### src/sv/mcfc_pkg.sv
// shared types, constants and the crc byte fold for the modbus crc frame checker
// no dependencies; compile first
`default_nettype none

package mcfc_pkg;

    localparam int unsigned DELAY_DEPTH = 3;
    localparam int unsigned COUNT_W     = 3;

    localparam logic [15:0]        CRC_INIT      = 16'hFFFF;
    localparam logic [15:0]        CRC_POLY      = 16'hA001;
    localparam logic [COUNT_W-1:0] DELAY_FILL    = COUNT_W'(DELAY_DEPTH);
    localparam logic [COUNT_W-1:0] MIN_FRAME_LEN = 3'd6;
    // frame length is count + 1, so short means count below MIN_FRAME_LEN - 1
    localparam logic [COUNT_W-1:0] SHORT_LIMIT   = MIN_FRAME_LEN - 3'd1;

    typedef struct packed {
        logic [7:0] data_byte;
        logic       end_of_frame;
    } byte_item_t;

    typedef struct packed {
        logic        frame_ok;
        logic        too_short;
        logic [15:0] computed_crc;
        logic [15:0] received_crc;
    } check_result_t;

    // reflected crc-16, one byte, lsb first
    function automatic logic [15:0] crc_fold_byte(input logic [15:0] crc_in,
                                                  input logic [7:0]  b);
        logic [15:0] crc;
        crc = crc_in ^ {8'h00, b};
        for (int k = 0; k < 8; k++)
        begin
            if (crc[0])
                crc = (crc >> 1) ^ CRC_POLY;
            else
                crc = crc >> 1;
        end
        return crc;
    endfunction

endpackage

`default_nettype wire

### src/sv/mcfc_byte_if.sv
// valid/ready channel carrying one received frame byte per transaction
// depends on nothing
`default_nettype none

interface mcfc_byte_if;
    logic       valid;
    logic       ready;
    logic [7:0] data_byte;
    logic       end_of_frame;

    modport source (output valid, output data_byte, output end_of_frame, input ready);
    modport sink   (input valid, input data_byte, input end_of_frame, output ready);
endinterface

`default_nettype wire

### src/sv/mcfc_result_if.sv
// valid/ready channel carrying one frame check result per transaction
// depends on nothing
`default_nettype none

interface mcfc_result_if;
    logic        valid;
    logic        ready;
    logic        frame_ok;
    logic        too_short;
    logic [15:0] computed_crc;
    logic [15:0] received_crc;

    modport source (output valid, output frame_ok, output too_short,
                    output computed_crc, output received_crc, input ready);
    modport sink   (input valid, input frame_ok, input too_short,
                    input computed_crc, input received_crc, output ready);
endinterface

`default_nettype wire

### src/sv/mcfc_check_core.sv
// frame state (crc accumulator, three-byte delay line, byte count) and result logic
// depends on mcfc_pkg
`default_nettype none

module mcfc_check_core
(
    input  wire logic                   clk,
    input  wire logic                   rst_n,
    input  wire logic                   step,
    input  wire mcfc_pkg::byte_item_t   item,
    output mcfc_pkg::check_result_t     res
);
    import mcfc_pkg::*;

    logic [15:0]        crc_reg;
    logic [15:0]        crc_next;
    logic [7:0]         delay_reg  [DELAY_DEPTH];
    logic [7:0]         delay_next [DELAY_DEPTH];
    logic [COUNT_W-1:0] count_reg;
    logic [COUNT_W-1:0] count_next;

    logic [15:0] crc_fed;
    logic [15:0] rx_crc;
    logic        short_frame;

    // oldest byte leaves the full delay line and enters the crc
    assign crc_fed     = (count_reg >= DELAY_FILL) ? crc_fold_byte(crc_reg, delay_reg[0])
                                                   : crc_reg;
    assign rx_crc      = {delay_reg[1], delay_reg[2]};
    assign short_frame = (count_reg < SHORT_LIMIT);

    always_comb
    begin
        res.frame_ok     = !short_frame && (rx_crc == crc_fed);
        res.too_short    = short_frame;
        res.computed_crc = crc_fed;
        res.received_crc = rx_crc;
    end

    always_comb
    begin
        crc_next   = crc_reg;
        delay_next = delay_reg;
        count_next = count_reg;
        if (step)
        begin
            if (item.end_of_frame)
            begin
                crc_next   = CRC_INIT;
                count_next = '0;
                for (int i = 0; i < DELAY_DEPTH; i++)
                begin
                    delay_next[i] = '0;
                end
            end
            else
            begin
                crc_next = crc_fed;
                for (int i = 0; i < DELAY_DEPTH - 1; i++)
                begin
                    delay_next[i] = delay_reg[i + 1];
                end
                delay_next[DELAY_DEPTH - 1] = item.data_byte;
                if (count_reg < MIN_FRAME_LEN)
                    count_next = count_reg + 3'd1;
            end
        end
    end

    always_ff @(posedge clk or negedge rst_n)
    begin
        if (!rst_n)
        begin
            crc_reg   <= CRC_INIT;
            count_reg <= '0;
            for (int i = 0; i < DELAY_DEPTH; i++)
            begin
                delay_reg[i] <= '0;
            end
        end
        else
        begin
            crc_reg   <= crc_next;
            count_reg <= count_next;
            delay_reg <= delay_next;
        end
    end

`ifndef ASSERT_OFF
    a_terminator_restarts: assert property (@(posedge clk) disable iff (!rst_n)
        step && item.end_of_frame |=> crc_reg == CRC_INIT && count_reg == '0
                                      && delay_reg[1] == '0 && delay_reg[2] == '0)
        else $error("frame state not restarted after terminator");

    a_count_saturates: assert property (@(posedge clk) disable iff (!rst_n)
        count_reg <= MIN_FRAME_LEN)
        else $error("byte count beyond saturation");

    a_state_holds: assert property (@(posedge clk) disable iff (!rst_n)
        !step |=> $stable(crc_reg) && $stable(count_reg))
        else $error("frame state changed without a byte");
`endif

endmodule

`default_nettype wire

### src/sv/modbus_crc_frame_checker_top.sv
// Modbus-style CRC-16 frame checker: takes one frame byte per cycle, with no
// bubbles between bytes or frames unless a terminator stalls (below). A byte is
// captured in an input register; as it advances into the frame state, the oldest
// byte of a full delay line takes an 8-bit reflected CRC fold (polynomial 0xA001,
// init 0xFFFF) as unrolled XOR logic, and a terminator byte loads the result
// register. The last two bytes before the terminator are the received CRC, high
// byte first; frames under six bytes including the terminator are flagged too
// short. The result register is a single slot: while it waits, payload bytes
// keep flowing and only a second terminator stalls.
// depends on mcfc_pkg, mcfc_byte_if, mcfc_result_if, mcfc_check_core
`default_nettype none

module modbus_crc_frame_checker_top
(
    input  wire logic         clk,
    input  wire logic         rst_n,
    mcfc_byte_if.sink         frame,
    mcfc_result_if.source     result
);
    import mcfc_pkg::*;

    logic          stage_valid_reg;
    logic          stage_valid_next;
    byte_item_t    stage_item_reg;
    logic          out_valid_reg;
    logic          out_valid_next;
    check_result_t out_res_reg;

    logic          out_free;
    logic          stage_advance;
    logic          load_result;
    check_result_t core_res;

    assign out_free      = !out_valid_reg || result.ready;
    assign stage_advance = stage_valid_reg && (!stage_item_reg.end_of_frame || out_free);
    assign load_result   = stage_advance && stage_item_reg.end_of_frame;
    assign frame.ready   = !stage_valid_reg || stage_advance;

    mcfc_check_core u_core
    (
        .clk   (clk),
        .rst_n (rst_n),
        .step  (stage_advance),
        .item  (stage_item_reg),
        .res   (core_res)
    );

    always_comb
    begin
        stage_valid_next = stage_valid_reg;
        if (frame.ready)
            stage_valid_next = frame.valid;

        out_valid_next = out_valid_reg;
        if (load_result)
            out_valid_next = 1'b1;
        else if (result.ready)
            out_valid_next = 1'b0;
    end

    always_ff @(posedge clk or negedge rst_n)
    begin
        if (!rst_n)
        begin
            stage_valid_reg <= 1'b0;
            out_valid_reg   <= 1'b0;
        end
        else
        begin
            stage_valid_reg <= stage_valid_next;
            out_valid_reg   <= out_valid_next;
        end
    end

    always_ff @(posedge clk)
    begin
        if (frame.valid && frame.ready)
        begin
            stage_item_reg.data_byte    <= frame.data_byte;
            stage_item_reg.end_of_frame <= frame.end_of_frame;
        end
        if (load_result)
            out_res_reg <= core_res;
    end

    assign result.valid        = out_valid_reg;
    assign result.frame_ok     = out_res_reg.frame_ok;
    assign result.too_short    = out_res_reg.too_short;
    assign result.computed_crc = out_res_reg.computed_crc;
    assign result.received_crc = out_res_reg.received_crc;

`ifndef ASSERT_OFF
    a_stage_kept: assert property (@(posedge clk) disable iff (!rst_n)
        stage_valid_reg && !stage_advance |=> stage_valid_reg && $stable(stage_item_reg))
        else $error("held byte lost from input register");

    a_result_loaded: assert property (@(posedge clk) disable iff (!rst_n)
        load_result |=> out_valid_reg && out_res_reg == $past(core_res))
        else $error("terminator did not produce a result");

    a_flags_exclusive: assert property (@(posedge clk) disable iff (!rst_n)
        out_valid_reg |-> !(out_res_reg.frame_ok && out_res_reg.too_short))
        else $error("short frame reported as ok");
`endif

endmodule

`default_nettype wire

### src/flat_wrapper.sv
// flat-port wrapper written by rule: the top's interface ports become plain ports
module modbus_crc_frame_checker_top_flat import mcfc_pkg::*;
  (clk, rst_n, frame_valid, frame_data_byte, frame_end_of_frame, frame_ready, result_valid, result_frame_ok, result_too_short, result_computed_crc, result_received_crc, result_ready);
  mcfc_byte_if frame_i ();
  mcfc_result_if result_i ();
  input  wire logic clk;
  input  wire logic rst_n;
  input wire logic [$bits(frame_i.valid)-1:0] frame_valid;
  input wire logic [$bits(frame_i.data_byte)-1:0] frame_data_byte;
  input wire logic [$bits(frame_i.end_of_frame)-1:0] frame_end_of_frame;
  output wire logic [$bits(frame_i.ready)-1:0] frame_ready;
  output wire logic [$bits(result_i.valid)-1:0] result_valid;
  output wire logic [$bits(result_i.frame_ok)-1:0] result_frame_ok;
  output wire logic [$bits(result_i.too_short)-1:0] result_too_short;
  output wire logic [$bits(result_i.computed_crc)-1:0] result_computed_crc;
  output wire logic [$bits(result_i.received_crc)-1:0] result_received_crc;
  input wire logic [$bits(result_i.ready)-1:0] result_ready;
  assign frame_i.valid = frame_valid;
  assign frame_i.data_byte = frame_data_byte;
  assign frame_i.end_of_frame = frame_end_of_frame;
  assign frame_ready = frame_i.ready;
  assign result_valid = result_i.valid;
  assign result_frame_ok = result_i.frame_ok;
  assign result_too_short = result_i.too_short;
  assign result_computed_crc = result_i.computed_crc;
  assign result_received_crc = result_i.received_crc;
  assign result_i.ready = result_ready;
  modbus_crc_frame_checker_top u_core (.clk(clk), .rst_n(rst_n), .frame(frame_i), .result(result_i));
endmodule
### config.mk
export PLATFORM = sky130hd
export DESIGN_NAME = modbus_crc_frame_checker_top_flat
export DESIGN_NICKNAME = d
export VERILOG_FILES = /design/src/sv/mcfc_pkg.sv /design/src/sv/mcfc_byte_if.sv /design/src/sv/mcfc_result_if.sv /design/src/sv/mcfc_check_core.sv /design/src/sv/modbus_crc_frame_checker_top.sv /design/src/flat_wrapper.sv
export SDC_FILE = /design/constraint.sdc
export NUM_CORES = 1
export LEC_CHECK = 0
export BUFFER_PORTS_ARGS = -buffer_cell sky130_fd_sc_hd__buf_2
export CAP_MARGIN = 20
export CORE_MARGIN = 4
export CORE_UTILIZATION = 26
export DETAILED_ROUTE_END_ITERATION = 12
export GPL_TIMING_DRIVEN = 0
export HOLD_SLACK_MARGIN = 0.06
export PLACE_DENSITY = 0.4
export SLEW_MARGIN = 0
export SYNTH_ARGS = -nofsm -noshare
export SYNTH_HDL_FRONTEND = slang
export SYNTH_SLANG_ARGS = --single-unit
export TNS_END_PERCENT = 10
### constraint.sdc
create_clock -name clk -period 7.4 [get_ports clk]
set_input_delay 1.11 -clock clk [delete_from_list [all_inputs] [get_ports clk]]
set_output_delay 1.11 -clock clk [all_outputs]
set_load 0.1 [all_outputs]
==> impl_results.md, run 1 <==
- Status: finished, final reports clean
- Gr ovfl total: 0
- Buffer and inverter count on the worst path: 2
- Number of standard-cell rows in the floorplan: 44
- Post-synthesis instance area: 3880 um2
- Unrepaired setup endpoints after global routing: no
- Critical path, cell by cell: buf_2 > nor2b_1 > nand3_1 > buf_2
- Synth cell types: 45
- Syn_nets: 335
- Gate family responsible for the most delay along the worst path: buffers and inverters
- Number of global-route vias before repair: 2654
- Number of antenna violations at the first check in global routing: 0
- Number of hold violations in the final report: 0
- Vias after detailed routing: around 2600
- Period utilization: 0.4061
- Endpoint of the most critical register-to-register path: u_core.result.frame_ok
- Post-Layout Cell Count: 569
- Register bit count reported by yosys: 88
- Clk sinks: 88
- Async SR Flop Fraction: 0.5114
- Starting Density: 0.2660
- DRC: 0
- TNS Setup: 0 ns
- Count of boundary I/O pins: 49
- Critical path's most frequent cell: buf_2
- Delay of the slowest cell on the worst path: 0.33 ns
- Power per cell area: 410.5 nW/um2
- Class of the tightest hold or removal check: reg -> reg
- Slew Limit Headroom: 0.4150
- Vias per inst: roughly 4.5
- Worst ir drop on vdd: 155.3 uV
- CTS tree: built
- Final count of negative-setup-slack endpoints: 0
- Number of gates given a new drive strength after cts: 0
- Post-layout net count: 395
- Horizontal die dimension: 130.2 um
- Average footprint of a synthesized cell: between 10 and 15 um2
- Worst setup SP type: primary input
- Endpoint required time on the critical path: 6.29 ns
- Largest net degree at the start of global routing: 46
- Number of clock buffers inserted by TritonCTS: 9
- Number of port buffers: 48
- Area added between synthesis and finish: 19.80%
- Launching element of the worst setup path: result_ready
- Most instantiated flip-flop cell in the synthesis netlist: edfxtp_1
- GRT Util Overall: 0.1216
- Routed wire per std cell: between 15 and 20 um
- Reg2Reg Launch Point: u_core.u_core.count_reg[1]
- Drt total wl: 9.604 mm
- HPWL after DPL: 6.663 mm
- Buffer count from post-CTS setup fixing: 0
- Max Clock Skew: 0.007021 ns
- Number of buffers inserted by hold repair at cts: 0
- Maximum buffer depth of the clock tree: 2
- Maximum achievable frequency: about 330 MHz
- Post-layout minimum cycle time: ~3.0 ns
- Cells after synthesis: 320
- Static leakage: just under 2 nW
- Final weighted congestion of routability-driven global placement: 0.7687
- Number of maximum-capacitance violations: 0
- Worst slew pin tran: 0.8775 ns
- Count of pins over their slew limit: 0
- Total power consumption of the routed design: 1.908 mW
- Count of antenna diodes in the layout: 0
- Fraction of final layout cells sized beyond drive strength 1: 0.2260
- Number of warnings issued by yosys: 0
- Core box area: roughly 15000 um2
- WP depth: 4
- Critical path fanouts, max: 3
- Share of Yosys cell area claimed by the top area cell type: 0.3328
- Height of the die: approximately 130 um
- Root Driver: clkbuf_16
- R2R setup slack: 4.54 ns
- Number of synthesized flops with an enable pin: 43
- Depth of the most critical reg-to-reg path: 9
- Die Outline Area: 16940 um2
- Critical Setup Path Class: in -> out
- Area leader, netlist: edfxtp_1
- CTS clock-pin slew for the worst setup and hold paths: 0.06 ns
- Cell Count Post-Placement: approximately 550
- Slowest library cell on the worst path: buf_2
- Worst Setup End Kind: output pin
- Clock latency on the worst-skew pair: 0.35 ns
- Number of DRC markers in iteration 0: 146
- Part of the Yosys area used for sequential elements: 0.6282
- DR pass1 iterations: 4
- First-pass GRT wire length: 15.19 mm
- Capture point of the worst path: frame_ready
- Biggest area contributors in the synthesized netlist: edfxtp_1 33%, dfrtp_1 19%, dfstp_2 11%
- Level count of the clock H-tree: 3
- Antenna-violating nets left: 0
- Fraction of the core area covered by cells at the end of the flow: 0.3186
- Data arrival time at the worst-slack endpoint: 1.90 ns
==> how the worst min path moves through the flow <==
stage / from / to / cells past startpoint
floorplan: u_core.u_core.res[3] / u_core.result.received_crc[3] / 0
global placement: u_core.u_core.res[3] / u_core.result.received_crc[3] / 0
detailed placement: u_core.u_core.res[3] / u_core.result.received_crc[3] / 0
CTS: u_core.u_core.res[3] / u_core.result.received_crc[3] / 0
global route: u_core.u_core.res[3] / u_core.result.received_crc[3] / 0
finish: u_core.u_core.res[3] / u_core.result.received_crc[3] / 0
==> Yosys cell counts (2+ instances only) <==
cell type	number
o21ai_0	14
xnor3_1	2
buf_1	3
nand3b_1	21
o22a_1	8
a31oi_1	2
a22oi_1	3
o2111ai_1	2
dfstp_2	16
xnor2_1	15
xor2_1	6
a21oi_1	11
o31ai_1	3
o221ai_1	2
clkbuf_1	12
nor2_1	18
and2_1	3
nand2_1	55
a211oi_1	4
nand2b_1	5
xnor3_2	2
inv_1	14
edfxtp_1	43
nor2b_1	2
ha_1	2
dfrtp_1	29
a2bb2oi_1	2
nand3_1	4
==> final cells by class <==
cell class,count,area [um2]
repair buffers,49,267.8
clock buffers,14,254.0
clock inverters,2,15.01
flip-flops and latches,88,2437
well taps,184,230.2
multi-input cells,202,1330
fillers,1497,9941
plain buffers,16,61.31
inverters,14,52.55
==> cells in the final DEF, fill, tap and decap left out, types with 14 or more instances in the layout <==
cell type / n
buf_2: 49
clkbuf_1: 16
dfrtp_1: 29
dfstp_2: 16
edfxtp_1: 43
inv_1: 14
nand2_1: 55
nand3b_1: 21
nor2_1: 18
o21ai_0: 14
xnor2_1: 15
==> cell families (layout without fill, tap and decap cells) <==
group / Yosys count / in the layout / share of synthesized area
AOI/OAI and AO/OA: 58 / 58 / 0.1022
xor gates and xnor gates: 28 / 28 / 0.08578
adders and majority gates: 2 / 2 / 0.006449
buffers and inverters: 30 / 95 / 0.02934
DFF: 88 / 88 / 0.6282
muxes: 2 / 2 / 0.008384
and+or+nand+nor: 112 / 112 / 0.1396
==> power breakdown <==
group	total [mW]	switching, mW	internal (mW)
Sequential	0.701	0.0648	0.636
Combinational	0.784	0.515	0.269
Clock	0.423	0.186	0.237
==> metal layers <==
metal / GRT usage / wire [um]
met1: 0.1640 / 4520
met2: 0.1880 / 4424
met3: 0.03029 / 493
met4: 0.04768 / 165
met5: 0 / 0
==> per-stage QoR <==
step	hold slack [ns]	area, um2	setup WS (ns)
after floorplan	0.4249	3880	4.248
after global placement	0.4471	4350	4.265
after detailed placement	0.4516	4352	4.385
after CTS	0.4663	4621	4.378
after global routing	0.4751	4648	4.285
final	0.4627	4648	4.395
No activity file was read; power rests on OpenSTA's default activity.
==> run 2, diff against run 1 <==
--- a/config.mk
+++ b/config.mk
@@ -12,7 +12,7 @@
 export DETAILED_ROUTE_END_ITERATION = 12
 export GPL_TIMING_DRIVEN = 0
 export HOLD_SLACK_MARGIN = 0.06
-export PLACE_DENSITY = 0.4
+export PLACE_DENSITY = 0.42
 export SLEW_MARGIN = 0
 export SYNTH_ARGS = -nofsm -noshare
 export SYNTH_HDL_FRONTEND = slang
==> constraint.sdc (replaced) <==
create_clock -name clk -period 2.5 [get_ports clk]
set_input_delay 0.375 -clock clk [delete_from_list [all_inputs] [get_ports clk]]
set_output_delay 0.375 -clock clk [all_outputs]
set_load 0.1 [all_outputs]
==> run 2 against run 1 <==
  * Global-route usage decreased by 0.15 points
  * Cell count up 0.53%
  * Clock skew is 0.00090 ns lower
==> impl_results.md, run 2 (synthesis results as in run 1) <==
- Routed wire per std cell: 16.60 um (was 16.88 um)
- Starting Density: 0.2660 (unchanged)
- Class of the tightest hold or removal check: in -> reg (was reg -> reg)
- Antenna-violating nets left: 0 (unchanged)
- Post-layout net count: 398 (was 395)
- Count of antenna diodes in the layout: 0 (unchanged)
- Number of global-route vias before repair: 2680 (was 2654)
- Count of pins over their slew limit: 0 (unchanged)
- Leading cell type in the layout, fill and taps excluded: nand2_1 (unchanged)
- Number of maximum-capacitance violations: 0 (unchanged)
- Core box area: 14590 um2 (unchanged)
- HPWL after DPL: 6.537 mm (was 6.663 mm)
- First-pass GRT wire length: 15.12 mm (was 15.19 mm)
- Number of standard-cell rows in the floorplan: 44 (unchanged)
- Drt total wl: 9.497 mm (was 9.604 mm)
- Static leakage: 1.991 nW (was 1.924 nW)
- DRC: 0 (unchanged)
- Worst ir drop on vdd: 410.7 uV (was 155.3 uV)
- Final count of negative-setup-slack endpoints: 0 (unchanged)
- TNS Setup: 0 ns (unchanged)
- Endpoint of the most critical register-to-register path: u_core.result.frame_ok (unchanged)
- Area added between synthesis and finish: 23.35% (was 19.80%)
- Unrepaired setup endpoints after global routing: yes (was no)
- Period utilization: 0.9718
- Max Clock Skew: 0.006120 ns (was 0.007021 ns)
- Count of boundary I/O pins: 49 (unchanged)
- Number of hold violations in the final report: 0 (unchanged)
- Met3 global-route usage: 0.03357 (was 0.03029)
- Most used cells in the layout excluding fill and tap cells: 55 x nand2_1, 49 x buf_2, 43 x edfxtp_1, 27 x dfrtp_1, 21 x nand3b_1 (was 55 x nand2_1, 49 x buf_2, 43 x edfxtp_1, 29 x dfrtp_1, 21 x nand3b_1)
- Post-layout minimum cycle time: 2.429 ns
- Number of clock buffers inserted by TritonCTS: 9 (unchanged)
- Worst slew pin tran: 0.8702 ns (was 0.8775 ns)
- Clk sinks: 88 (unchanged)
- Total power consumption of the routed design: 5.847 mW (was 1.908 mW)
- Count of cells along the worst hold path: 1 (was 0)
- Die Outline Area: 16940 um2 (unchanged)
- Hold_sp: frame_data_byte[5] (was u_core.u_core.res[3])
- Reg2Reg Launch Point: u_core.u_core.crc_reg[4] (was u_core.u_core.count_reg[1])
- Hold Worst Slack: 0.2014 ns (was 0.4627 ns)
- R2R setup slack: 0.07 ns (was 4.54 ns)
- Maximum achievable frequency: 411.6 MHz
- Slew Limit Headroom: 0.4199 (was 0.4150)
- Number of port buffers: 48 (unchanged)
- Number of DRC markers in iteration 0: 132 (was 146)
- Area of combinational cells with multiple inputs: 1420 um2 (was 1330 um2)
- Capture endpoint of the worst hold path: u_core.stage_item_reg[6] (was u_core.result.received_crc[3])
- Vias after detailed routing: 2517 (was 2569)
- Largest net degree at the start of global routing: 46 (unchanged)
- Final weighted congestion of routability-driven global placement: 0.8066 (was 0.7687)
- Number of antenna violations at the first check in global routing: 0 (unchanged)
- Clock latency on the worst-skew pair: 0.34 ns (was 0.35 ns)
- Depth of the most critical reg-to-reg path: 7 (was 9)
- Sequential cell area in the final layout: 2440 um2 (was 2437 um2)
- Met2 Use GR: 0.1832 (was 0.1880)
- Vias per inst: 4.400 (was 4.515)
- Horizontal die dimension: 130.2 um (unchanged)
- DR pass1 iterations: 4 (unchanged)
- Height of the die: 130.2 um (unchanged)
- Critical path fanouts, max: 4 (was 3)
- Power per cell area: 1222 nW/um2 (was 410.5 nW/um2)
- Layer with the highest usage after global routing: met2 (unchanged)
- Level count of the clock H-tree: 3 (unchanged)
- Worst Setup End Kind: flop (was output pin)
- GRT Util Overall: 0.1201 (was 0.1216)
- Maximum buffer depth of the clock tree: 2 (unchanged)
- Data arrival time at the worst-slack endpoint: 2.52 ns (was 1.90 ns)
- CTS clock-pin slew for the worst setup and hold paths: 0.06 ns (about the same)
- Global-route met1 utilization: 0.1622 (was 0.1640)
- Gr ovfl total: 0 (unchanged)
- Critical Setup Path Class: reg -> reg (was in -> out)
- Endpoint required time on the critical path: 2.59 ns (was 6.29 ns)
- Worst setup SP type: flop (was primary input)
- Root Driver: clkbuf_16 (unchanged)
- Fraction of final layout cells sized beyond drive strength 1: 0.2758 (was 0.2260)
- CTS tree: built (unchanged)
- Fill cell total of the finished layout: 1474 (was 1497)
- Status: finished, final reports clean (unchanged)
run 2: cell count changes in the layout (fill, tap and decap cells not counted), moves of 4 or more:
cell      previous run  this run
xnor2_1             15        11
clkbuf_1            16        10
buf_4                0         4
xnor2_2              1         5
run 2: cell type report:
type                            count  area share
Tap cell                          184     0.04810
Timing Repair Buffer               53     0.06118
Inverter                           14     0.01098
Multi-Input combinational cell    202      0.2967
Clock buffer                        9     0.04706
Sequential cell                    88      0.5098
Buffer                             15     0.01307
Clock inverter                      7     0.01307
run 2: how the worst max path moves through the flow:
stage | start | slack [ns] | to | cells after the start
final | u_core.u_core.crc_reg[4] | 0.07 | u_core.result.frame_ok | 7
after floorplan | u_core.result.valid | 0.05 | u_core.stage_item_reg[0] | 3
after detailed placement | u_core.u_core.count_reg[0] | -0.33 | u_core.result.frame_ok | 9
after CTS | u_core.u_core.count_reg[0] | 0.03 | u_core.result.frame_ok | 9
after global placement | u_core.u_core.count_reg[0] | -0.31 | u_core.result.frame_ok | 9
after global routing | u_core.u_core.crc_reg[4] | -0.08 | u_core.result.frame_ok | 7
run 2: repair_timing:
| action | 4_1_cts | 5_1_grt |
|---|---|---|
| endpoints found under the hold margin | 0 | 8 |
| setup buffers | 2 | 1 |
| endpoints found under the setup margin | 9 | 2 |
| pin swaps | 3 | 4 |
| gates resized for setup | 14 | 6 |
| hold buffers | 0 | 1 |
run 2: power breakdown:
group	switching, mW	internal (mW)
clock network	0.551	0.763
registers	0.210	1.89
logic	1.55	0.890
total	2.31	3.54
run 2: through the flow:
stage	cells	area [um2]	setup WS [ns]	util
2_1_floorplan	320	3885	0.04631	-
3_3_place_gp	552	4355	-0.3142	0.2985
3_5_place_dp	552	4357	-0.3268	0.2986
4_1_cts	569	4720	0.02908	0.3235
5_1_grt	572	4786	-0.07563	0.3280
6_report	572	4786	0.07051	0.3280
run 2: metal layers:
metal | up-vias | part of all wire | wire [um]
met5 | - | 0 | 0
met4 | 0 | 0.014 | 137
met3 | 9 | 0.045 | 430
met2 | 52 | 0.47 | 4448
met1 | 1218 | 0.47 | 4480
li1 | 1238 | - | -
run 2: critical path, cell delays in order (launching register included):
cell and delay [ns]:
dfstp_2 0.58, xnor2_2 0.17, xor3_1 0.47, xnor3_2 0.30
xnor3_2 0.28, mux2i_4 0.17, xnor2_1 0.15, nor3_2 0.06
